### src/sv/smas_pkg.sv
// Shared constants, types and sequencer states for the signed moving average block.
package smas_pkg;

   localparam int MAX_DEPTH   = 16;
   localparam int ADDR_W      = $clog2(MAX_DEPTH);
   localparam int COUNT_W     = $clog2(MAX_DEPTH + 1);
   localparam int SAMPLE_W    = 32;
   localparam int TIME_W      = 32;
   localparam int WLEN_W      = 5;
   localparam int SUM_W       = SAMPLE_W + ADDR_W;
   localparam int DIV_STEPS   = SUM_W;
   localparam int STEP_W      = $clog2(DIV_STEPS);
   localparam int CSR_IDX_W   = 2;
   localparam int CSR_DATA_W  = 32;

   localparam logic [WLEN_W-1:0] WLEN_RESET  = WLEN_W'(16);
   localparam logic [TIME_W-1:0] TICKS_RESET = TIME_W'(15000);

   localparam logic [CSR_IDX_W-1:0] CSR_WINDOW_LENGTH = CSR_IDX_W'(0);
   localparam logic [CSR_IDX_W-1:0] CSR_FRESH_TICKS   = CSR_IDX_W'(1);

   localparam logic REQ_QUERY = 1'b0;
   localparam logic REQ_PUSH  = 1'b1;

   typedef enum logic [1:0] {
      ST_IDLE,
      ST_SUM,
      ST_DIV,
      ST_FIN
   } state_type;

   typedef struct packed {
      logic               start;
      logic               neg;
      logic [SUM_W-1:0]   dividend;
      logic [COUNT_W-1:0] divisor;
   } div_req_type;

   typedef struct packed {
      logic                busy;
      logic [SAMPLE_W-1:0] quotient;
   } div_rsp_type;

endpackage

### src/sv/smas_intf.sv
// Valid/ready channel interfaces for request, response and register write beats.
interface smas_req_if;
   import smas_pkg::*;
   logic                valid;
   logic                ready;
   logic                req_type;
   logic [SAMPLE_W-1:0] sample;
   logic [TIME_W-1:0]   now;
   modport source (output valid, output req_type, output sample, output now, input ready);
   modport sink   (input valid, input req_type, input sample, input now, output ready);
endinterface

interface smas_rsp_if;
   import smas_pkg::*;
   logic                valid;
   logic                ready;
   logic [SAMPLE_W-1:0] average;
   logic                fresh;
   modport source (output valid, output average, output fresh, input ready);
   modport sink   (input valid, input average, input fresh, output ready);
endinterface

interface smas_csr_if;
   import smas_pkg::*;
   logic                  valid;
   logic                  ready;
   logic [CSR_IDX_W-1:0]  index;
   logic [CSR_DATA_W-1:0] data;
   modport source (output valid, output index, output data, input ready);
   modport sink   (input valid, input index, input data, output ready);
endinterface

### src/sv/smas_div.sv
// Bit-serial restoring divider with sign fixup for the running mean.
module smas_div (
   input  logic                 clock,
   input  logic                 reset,
   input  smas_pkg::div_req_type div_req,
   output smas_pkg::div_rsp_type div_rsp
);
   import smas_pkg::*;

   logic                busy_ff, busy_in;
   logic                neg_ff, neg_in;
   logic [STEP_W-1:0]   step_ff, step_in;
   logic [SUM_W-1:0]    quo_ff, quo_in;
   logic [COUNT_W-1:0]  rem_ff, rem_in;
   logic [COUNT_W-1:0]  dvs_ff, dvs_in;
   logic [COUNT_W:0]    trial;
   logic                take;

   assign trial = {rem_ff, quo_ff[SUM_W-1]};
   assign take  = (trial >= {1'b0, dvs_ff});

   always_comb begin
      busy_in = busy_ff;
      neg_in  = neg_ff;
      step_in = step_ff;
      quo_in  = quo_ff;
      rem_in  = rem_ff;
      dvs_in  = dvs_ff;
      if (div_req.start) begin
         busy_in = 1'b1;
         neg_in  = div_req.neg;
         step_in = '0;
         quo_in  = div_req.dividend;
         rem_in  = '0;
         dvs_in  = div_req.divisor;
      end else if (busy_ff) begin
         quo_in  = {quo_ff[SUM_W-2:0], take};
         rem_in  = take ? COUNT_W'(trial - {1'b0, dvs_ff}) : trial[COUNT_W-1:0];
         step_in = step_ff + STEP_W'(1);
         busy_in = (step_ff != STEP_W'(DIV_STEPS - 1));
      end
   end

   always_ff @(posedge clock) begin
      if (reset) begin
         busy_ff <= 1'b0;
      end else begin
         busy_ff <= busy_in;
      end
      neg_ff  <= neg_in;
      step_ff <= step_in;
      quo_ff  <= quo_in;
      rem_ff  <= rem_in;
      dvs_ff  <= dvs_in;
   end

   assign div_rsp.busy     = busy_ff;
   assign div_rsp.quotient = neg_ff ? (SAMPLE_W'(0) - quo_ff[SAMPLE_W-1:0])
                                    : quo_ff[SAMPLE_W-1:0];

endmodule

### src/sv/signed_moving_average_staleness_core.sv
// Top level: circular sample store, serial sum, shared divider and staleness flag.
// An item on an empty store skips the sum and the divider. A new item is taken only in idle,
// once the last result beat has been loaded; a result beat still waiting holds the next one.
// The sum reads one store entry per cycle; the divider retires one quotient bit per cycle.
// Reset clears the sequencer, fill count, write position, last update time and valid flags,
// and sets the window length and fresh ticks registers to their reset values.
module signed_moving_average_staleness_core (
   input logic       clock,
   input logic       reset,
   smas_req_if.sink   req_bus,
   smas_rsp_if.source rsp_bus,
   smas_csr_if.sink   csr_bus
);
   import smas_pkg::*;

   state_type            state_ff, state_in;
   logic [WLEN_W-1:0]    wlen_ff, wlen_in;
   logic [TIME_W-1:0]    ticks_ff, ticks_in;
   logic [ADDR_W-1:0]    wpos_ff, wpos_in;
   logic [COUNT_W-1:0]   fill_ff, fill_in;
   logic [TIME_W-1:0]    last_ff, last_in;
   logic                 fresh_ff, fresh_in;
   logic [COUNT_W-1:0]   cnt_ff, cnt_in;
   logic                 rd_vld_ff, rd_vld_in;
   logic signed [SUM_W-1:0] acc_ff, acc_in;
   logic                 out_vld_ff, out_vld_in;
   logic [SAMPLE_W-1:0]  out_avg_ff, out_avg_in;
   logic                 out_fresh_ff, out_fresh_in;
   logic [SAMPLE_W-1:0]  rd_data_ff;
   logic [SAMPLE_W-1:0]  store_mem [MAX_DEPTH];

   logic                 req_acc, csr_acc, push, sum_done, slot_free;
   logic                 ready_out, start_div, load_out;
   logic [COUNT_W-1:0]   eff_len, pos, pos_next, fill_new;
   logic [TIME_W-1:0]    last_new, deadline;
   div_req_type          div_req;
   div_rsp_type          div_rsp;

   assign req_acc   = req_bus.valid && ready_out;
   assign csr_acc   = csr_bus.valid;
   assign push      = req_acc && (req_bus.req_type == REQ_PUSH);
   assign sum_done  = (cnt_ff == fill_ff) && !rd_vld_ff;
   assign slot_free = !out_vld_ff || rsp_bus.ready;

   always_comb begin
      if (wlen_ff == '0) begin
         eff_len = COUNT_W'(1);
      end else if ({{(COUNT_W+1-WLEN_W){1'b0}}, wlen_ff} > (COUNT_W+1)'(MAX_DEPTH)) begin
         eff_len = COUNT_W'(MAX_DEPTH);
      end else begin
         eff_len = COUNT_W'(wlen_ff);
      end
   end

   assign pos      = ({1'b0, wpos_ff} >= eff_len) ? '0 : {1'b0, wpos_ff};
   assign pos_next = pos + COUNT_W'(1);
   assign fill_new = (req_bus.req_type == REQ_PUSH) ?
                     ((fill_ff < eff_len) ? fill_ff + COUNT_W'(1) : eff_len) : fill_ff;
   assign last_new = (req_bus.req_type == REQ_PUSH) ? req_bus.now : last_ff;
   assign deadline = last_new + ticks_ff;

   // next state
   always_comb begin
      state_in = state_ff;
      case (state_ff)
         ST_IDLE: begin
            if (req_acc) begin
               state_in = (fill_new == '0) ? ST_FIN : ST_SUM;
            end
         end
         ST_SUM: begin
            if (sum_done) begin
               state_in = ST_DIV;
            end
         end
         ST_DIV: begin
            if (!div_rsp.busy) begin
               state_in = ST_FIN;
            end
         end
         ST_FIN: begin
            if (slot_free) begin
               state_in = ST_IDLE;
            end
         end
         default: state_in = ST_IDLE;
      endcase
   end

   // sequencer outputs
   always_comb begin
      ready_out = 1'b0;
      start_div = 1'b0;
      load_out  = 1'b0;
      case (state_ff)
         ST_IDLE: ready_out = 1'b1;
         ST_SUM:  start_div = sum_done;
         ST_DIV:  ;
         ST_FIN:  load_out  = slot_free;
         default: ;
      endcase
   end

   assign div_req.start    = start_div;
   assign div_req.neg      = acc_ff[SUM_W-1];
   assign div_req.dividend = acc_ff[SUM_W-1] ? SUM_W'(SUM_W'(0) - acc_ff) : SUM_W'(acc_ff);
   assign div_req.divisor  = fill_ff;

   smas_div u_div (
      .clock   (clock),
      .reset   (reset),
      .div_req (div_req),
      .div_rsp (div_rsp)
   );

   always_comb begin
      wlen_in      = wlen_ff;
      ticks_in     = ticks_ff;
      wpos_in      = wpos_ff;
      fill_in      = fill_ff;
      last_in      = last_ff;
      fresh_in     = fresh_ff;
      cnt_in       = cnt_ff;
      rd_vld_in    = 1'b0;
      acc_in       = acc_ff;
      out_vld_in   = out_vld_ff;
      out_avg_in   = out_avg_ff;
      out_fresh_in = out_fresh_ff;

      if (csr_acc) begin
         case (csr_bus.index)
            CSR_WINDOW_LENGTH: begin
               wlen_in = csr_bus.data[WLEN_W-1:0];
               wpos_in = '0;
               fill_in = '0;
            end
            CSR_FRESH_TICKS: ticks_in = csr_bus.data[TIME_W-1:0];
            default: ;
         endcase
      end

      if (req_acc) begin
         fill_in  = fill_new;
         last_in  = last_new;
         fresh_in = (fill_new != '0) && (req_bus.now < deadline);
         cnt_in   = '0;
         acc_in   = '0;
         if (push) begin
            wpos_in = (pos_next >= eff_len) ? '0 : pos_next[ADDR_W-1:0];
         end
      end

      if (state_ff == ST_SUM) begin
         if (cnt_ff < fill_ff) begin
            cnt_in    = cnt_ff + COUNT_W'(1);
            rd_vld_in = 1'b1;
         end
         if (rd_vld_ff) begin
            acc_in = acc_ff + SUM_W'(signed'(rd_data_ff));
         end
      end

      if (rsp_bus.valid && rsp_bus.ready) begin
         out_vld_in = 1'b0;
      end
      if (load_out) begin
         out_vld_in   = 1'b1;
         out_avg_in   = (fill_ff == '0) ? '0 : div_rsp.quotient;
         out_fresh_in = fresh_ff;
      end
   end

   always_ff @(posedge clock) begin
      if (reset) begin
         state_ff   <= ST_IDLE;
         wlen_ff    <= WLEN_RESET;
         ticks_ff   <= TICKS_RESET;
         wpos_ff    <= '0;
         fill_ff    <= '0;
         last_ff    <= '0;
         rd_vld_ff  <= 1'b0;
         out_vld_ff <= 1'b0;
      end else begin
         state_ff   <= state_in;
         wlen_ff    <= wlen_in;
         ticks_ff   <= ticks_in;
         wpos_ff    <= wpos_in;
         fill_ff    <= fill_in;
         last_ff    <= last_in;
         rd_vld_ff  <= rd_vld_in;
         out_vld_ff <= out_vld_in;
      end
      fresh_ff     <= fresh_in;
      cnt_ff       <= cnt_in;
      acc_ff       <= acc_in;
      out_avg_ff   <= out_avg_in;
      out_fresh_ff <= out_fresh_in;
   end

   always_ff @(posedge clock) begin
      if (push) begin
         store_mem[pos[ADDR_W-1:0]] <= req_bus.sample;
      end
      rd_data_ff <= store_mem[cnt_ff[ADDR_W-1:0]];
   end

   assign req_bus.ready   = ready_out;
   assign csr_bus.ready   = 1'b1;
   assign rsp_bus.valid   = out_vld_ff;
   assign rsp_bus.average = out_avg_ff;
   assign rsp_bus.fresh   = out_fresh_ff;

endmodule

### src/flat_wrapper.sv
// flat-port wrapper written by rule: the top's interface ports become plain ports
module signed_moving_average_staleness_core_flat import smas_pkg::*;
  (clock, reset, req_bus_valid, req_bus_req_type, req_bus_sample, req_bus_now, req_bus_ready, rsp_bus_valid, rsp_bus_average, rsp_bus_fresh, rsp_bus_ready, csr_bus_valid, csr_bus_index, csr_bus_data, csr_bus_ready);
  smas_req_if req_bus_i ();
  smas_rsp_if rsp_bus_i ();
  smas_csr_if csr_bus_i ();
  input logic clock;
  input logic reset;
  input wire logic [$bits(req_bus_i.valid)-1:0] req_bus_valid;
  input wire logic [$bits(req_bus_i.req_type)-1:0] req_bus_req_type;
  input wire logic [$bits(req_bus_i.sample)-1:0] req_bus_sample;
  input wire logic [$bits(req_bus_i.now)-1:0] req_bus_now;
  output wire logic [$bits(req_bus_i.ready)-1:0] req_bus_ready;
  output wire logic [$bits(rsp_bus_i.valid)-1:0] rsp_bus_valid;
  output wire logic [$bits(rsp_bus_i.average)-1:0] rsp_bus_average;
  output wire logic [$bits(rsp_bus_i.fresh)-1:0] rsp_bus_fresh;
  input wire logic [$bits(rsp_bus_i.ready)-1:0] rsp_bus_ready;
  input wire logic [$bits(csr_bus_i.valid)-1:0] csr_bus_valid;
  input wire logic [$bits(csr_bus_i.index)-1:0] csr_bus_index;
  input wire logic [$bits(csr_bus_i.data)-1:0] csr_bus_data;
  output wire logic [$bits(csr_bus_i.ready)-1:0] csr_bus_ready;
  assign req_bus_i.valid = req_bus_valid;
  assign req_bus_i.req_type = req_bus_req_type;
  assign req_bus_i.sample = req_bus_sample;
  assign req_bus_i.now = req_bus_now;
  assign req_bus_ready = req_bus_i.ready;
  assign rsp_bus_valid = rsp_bus_i.valid;
  assign rsp_bus_average = rsp_bus_i.average;
  assign rsp_bus_fresh = rsp_bus_i.fresh;
  assign rsp_bus_i.ready = rsp_bus_ready;
  assign csr_bus_i.valid = csr_bus_valid;
  assign csr_bus_i.index = csr_bus_index;
  assign csr_bus_i.data = csr_bus_data;
  assign csr_bus_ready = csr_bus_i.ready;
  signed_moving_average_staleness_core u_core (.clock(clock), .reset(reset), .req_bus(req_bus_i), .rsp_bus(rsp_bus_i), .csr_bus(csr_bus_i));
endmodule
### config.mk
export PLATFORM = sky130hd
export DESIGN_NAME = signed_moving_average_staleness_core_flat
export DESIGN_NICKNAME = d
export VERILOG_FILES = /design/src/sv/smas_pkg.sv /design/src/sv/smas_intf.sv /design/src/sv/smas_div.sv /design/src/sv/signed_moving_average_staleness_core.sv /design/src/flat_wrapper.sv
export SDC_FILE = /design/constraint.sdc
export NUM_CORES = 1
export LEC_CHECK = 0
export BUFFER_PORTS_ARGS = -buffer_cell sky130_fd_sc_hd__buf_2
export CAP_MARGIN = 15
export CORE_MARGIN = 1.5
export CORE_UTILIZATION = 55
export CTS_CLUSTER_DIAMETER = 40
export DETAILED_ROUTE_END_ITERATION = 7
export PLACE_DENSITY = 0.72
export SYNTH_ARGS = -nofsm -noshare
export SYNTH_HDL_FRONTEND = slang
export SYNTH_SLANG_ARGS = --single-unit
### constraint.sdc
create_clock -name clock -period 12.6 [get_ports clock]
set_input_delay 2.52 -clock clock [delete_from_list [all_inputs] [get_ports clock]]
set_output_delay 2.52 -clock clock [all_outputs]
set_load 0.005 [all_outputs]
==> impl_results.md <==
- Achievable Freq: 0.140 GHz
- Simple-Gate Fraction of Synth Area: 7.57%
- Final Hold Slack: about 0.45 ns
- Mean area per synthesized cell: 14.1 sq um
- Setup TNS: 0 ns
- Top layer reached by signal wires: met5
- Final hold violations: 0
- Clk pin slew, worst setup/hold paths: 0.05 ns
- CTS tree: done
- Num CTS Buffers: 100
- Die area: 63200 sq um
- Area occupied by multi-input gates: 12400 sq um
- Slew HR: 24.1%
- Chip width: ~250 um
- DR DRC count: 0
- # Post-CTS Setup Buffers: 0
- Post-route ant nets: 0
- Clk root buf: clkbuf_16
- Wirelength per Cell: 22.3 um
- Clock power share: 38.2%
- Critical Path Source Type: input pin
- Cell count after synthesis: 2415
- Crit-path cells: buf_2 > buf_4 > mux2i_1 > inv_1 > ha_1 > a211oi_1 > nor2_1 > o31a_1 > a221o_1 > a311oi_1 > o31ai_1 > a221oi_1 > o21bai_1 > a21oi_1 > xor2_1 > ha_1 > a21o_1 > a21o_1 > a2111oi_0 > o21a_1
- DP HPWL: 44900 um
- Cell Pwr Density: 189 nW/um^2
- HP Class: reg2reg
- CORE AREA: 60700 sq um
- Async SR Flop Fraction: 0%
- Clock tree buffer depth: 3
- Adder-Cell Fraction of Synth Area: 5.04%
- TritonRoute pass-1 iters: 5
- Ys flop type: edfxtp_1
- # H-tree levels: 3
- Cell area after synthesis: 34000 sq um
- Min Tclk post-route: 7.15 ns
- PortBufs: ~140
- DR vias: 20676
- Rows: 90
- Initial core utilization: ~56%
- Comb pwr share: 19.5%
- Peak VDD IR: 0.000170 V
- Antenna violations before repair: 8
- Most frequent cells in the layout: 588 x edfxtp_1, 269 x nand2_1, 163 x dfxtp_1, 160 x mux4_2, 138 x buf_2
- Placed instance area: 35600 sq um
- CP Buf/Inv Count: 3
- Routed length on met3: 5060 um
- Cell family with most CP delay: compound AO/OA/AOI/OAI gates
- Final instance area: 39100 sq um
- GRT Overall Usage: 24.9%
- Initial detailed-routing violation count: between 1500 and 2000
- P_leak: between 10 and 15 nW
- Final net count: roughly 2800
- WL met2: 38100 um
- Routability Congestion: roughly 0.87
- Max Transition Viols Final: 0
- Critical path fanouts, max: 45
- Die H: 251 um
- Synth Warn #: 0
- Layout Skew: 0.0503 ns
- Max Cap Viol: 0
- # setup viols final: 0
- Largest net degree at the start of global routing: 103
- #FFs+latches synth: approximately 760
- Count of hold-fix buffers inserted at cts: 0
- Critical-path top delay cell: a311oi_1
- Resize count post-CTS: 0
- Gr ovfl total: 0
- Critical Path Sink Type: register
- Met1 wire length: 32000 um
- Seq pwr share: 42.3%
- Post-synthesis mux area share: 12.0%
- Worst Tran Pin Value: 1.14 ns
- Layout cells sized above 1: 21.2%
- Net count after synthesis: roughly 2700
- Post-synth EDFFs: roughly 600
- Cell variety after synth: between 70 and 80
- Commonest non-fill, non-tap cell in the layout: edfxtp_1
- Final setup margin: 5.45 ns
- Switch share: 28.2%
- DP Worst Slack: 4.86 ns
- Psw: 2.08 mW
- Arrival time at the worst endpoint: roughly 7.7 ns
- Critical path type: in2reg
- Crit share post-route: 56.7%
- Post-synthesis compound-gate area fraction: 8.49%
- Number of global-route vias before repair: 20878
- # fillers: 4304
- Internal: between 5 and 6 mW
- Main combinational cell family by area after synthesis: multiplexers
- Clock Sinks: 755
- Num ports: 140
- Post-Synth XOR/XNOR Area: ~3.2%
- Unrepaired setup endpoints after global routing: no
- Outcome: finished clean
- Sequential area share after synthesis: 61.8%
- WL final: 77200 um
- Avg Vias per Cell: between 5 and 6
- Worst-Skew Late Latency: 0.68 ns
- Area delta synth->final: 15.0%
- Total power: between 7 and 8 mW
- CP peak stage delay: 0.58 ns
- Reg area: 21000 sq um
- First-pass GRT wire length: 119000 um
- Worst EP required: approximately 13 ns
state kept, by name (all words and copies together) (netlist names), 6 cells and up:
name                    count
u_core.store_mem          512
u_core.u_div.step_ff        6
u_core.u_div.quo_ff        36
u_core.rd_data_ff          32
u_core.ticks_ff            32
u_core.rsp_bus.average     32
u_core.last_ff             32
u_core.acc_ff              36
Yosys cell counts, types with 18 or more instances:
cell type | number | area (sq um)
and3_1 | 18 | 113
a21o_1 | 55 | 413
clkbuf_1 | 86 | 323
inv_1 | 62 | 233
a21oi_1 | 130 | 651
nor3_1 | 24 | 120
o21ai_1 | 48 | 240
nand2_1 | 270 | 1010
edfxtp_1 | 588 | 17700
o31ai_1 | 26 | 195
mux2_2 | 30 | 338
nand3_1 | 33 | 165
ha_1 | 132 | 1650
xor2_1 | 88 | 771
nor2_1 | 112 | 420
or3_1 | 18 | 113
mux4_2 | 160 | 3600
nand2b_1 | 22 | 138
xnor2_1 | 36 | 315
o21ai_0 | 95 | 475
dfxtp_1 | 167 | 3340
area by class of cell:
type / instances / area share, %
sequential: 755 / 53.8
multi-input combinational: 1491 / 31.8
clock buffer: 125 / 6.88
timing repair buffer: 175 / 2.51
tap: 782 / 2.50
clock inverter: 64 / 1.89
inverter: 64 / 0.615
antenna: 2 / 0.0128
worst paths after layout:
path | from | end | slack (ns) | cells past startpoint
setup / recovery | req_bus_req_type | u_core.fresh_ff | 5.45 | 20
setup reg to reg | u_core.last_ff[1] | u_core.fresh_ff | 7.73 | 18
hold / removal | u_core.last_ff[18] | u_core.last_ff[18] | 0.45 | 2
hold reg to reg | u_core.last_ff[18] | u_core.last_ff[18] | 0.45 | 2
cells by family after synthesis:
family,after synthesis
multiplexers,202
other,1
buffers and inverters,169
flip-flops,755
XOR/XNOR,124
AND/OR/NAND/NOR,565
adder cells (fa/ha/maj),135
AO/OA/AOI/OAI,464
worst reg2reg max path, delay by kind of cell, from the launching register on:
family          cells  cell delay [ns]
fa+ha+maj           2             0.57
mux                 1             0.22
compound gates     12             3.31
xor+xnor            1             0.16
simple gates        1             0.08
flops               1             0.30
buf+inv             1             0.08
metrics by stage:
| stage | instances | util [%] |
|---|---|---|
| 2_1_floorplan | 2415 | - |
| 3_3_place_gp | 3267 | 58.7 |
| 3_5_place_dp | 3267 | 58.7 |
| 4_1_cts | 3456 | 64.4 |
| 5_1_grt | 3457 | 64.4 |
| 6_report | 3458 | 64.4 |
power groups by stage:
| stage | logic, mW | clock network [mW] | registers, mW |
|---|---|---|---|
| after detailed placement | 1.44 | 0 | 3.17 |
| after global routing | 1.61 | 2.96 | 3.15 |
| after CTS | 1.46 | 2.86 | 3.12 |
| final | 1.44 | 2.82 | 3.12 |
| after floorplan | 1.15 | 0 | 3.08 |
| after global placement | 1.41 | 0 | 3.16 |
per-layer routing:
| layer | up-vias | global-route usage, % |
|---|---|---|
| li1 | 9611 | - |
| met1 | 10263 | 32.7 |
| met2 | 639 | 41.6 |
| met3 | 157 | 5.35 |
| met4 | 6 | 7.69 |
| met5 | - | 0 |
No activity file was read; power rests on OpenSTA's default activity.
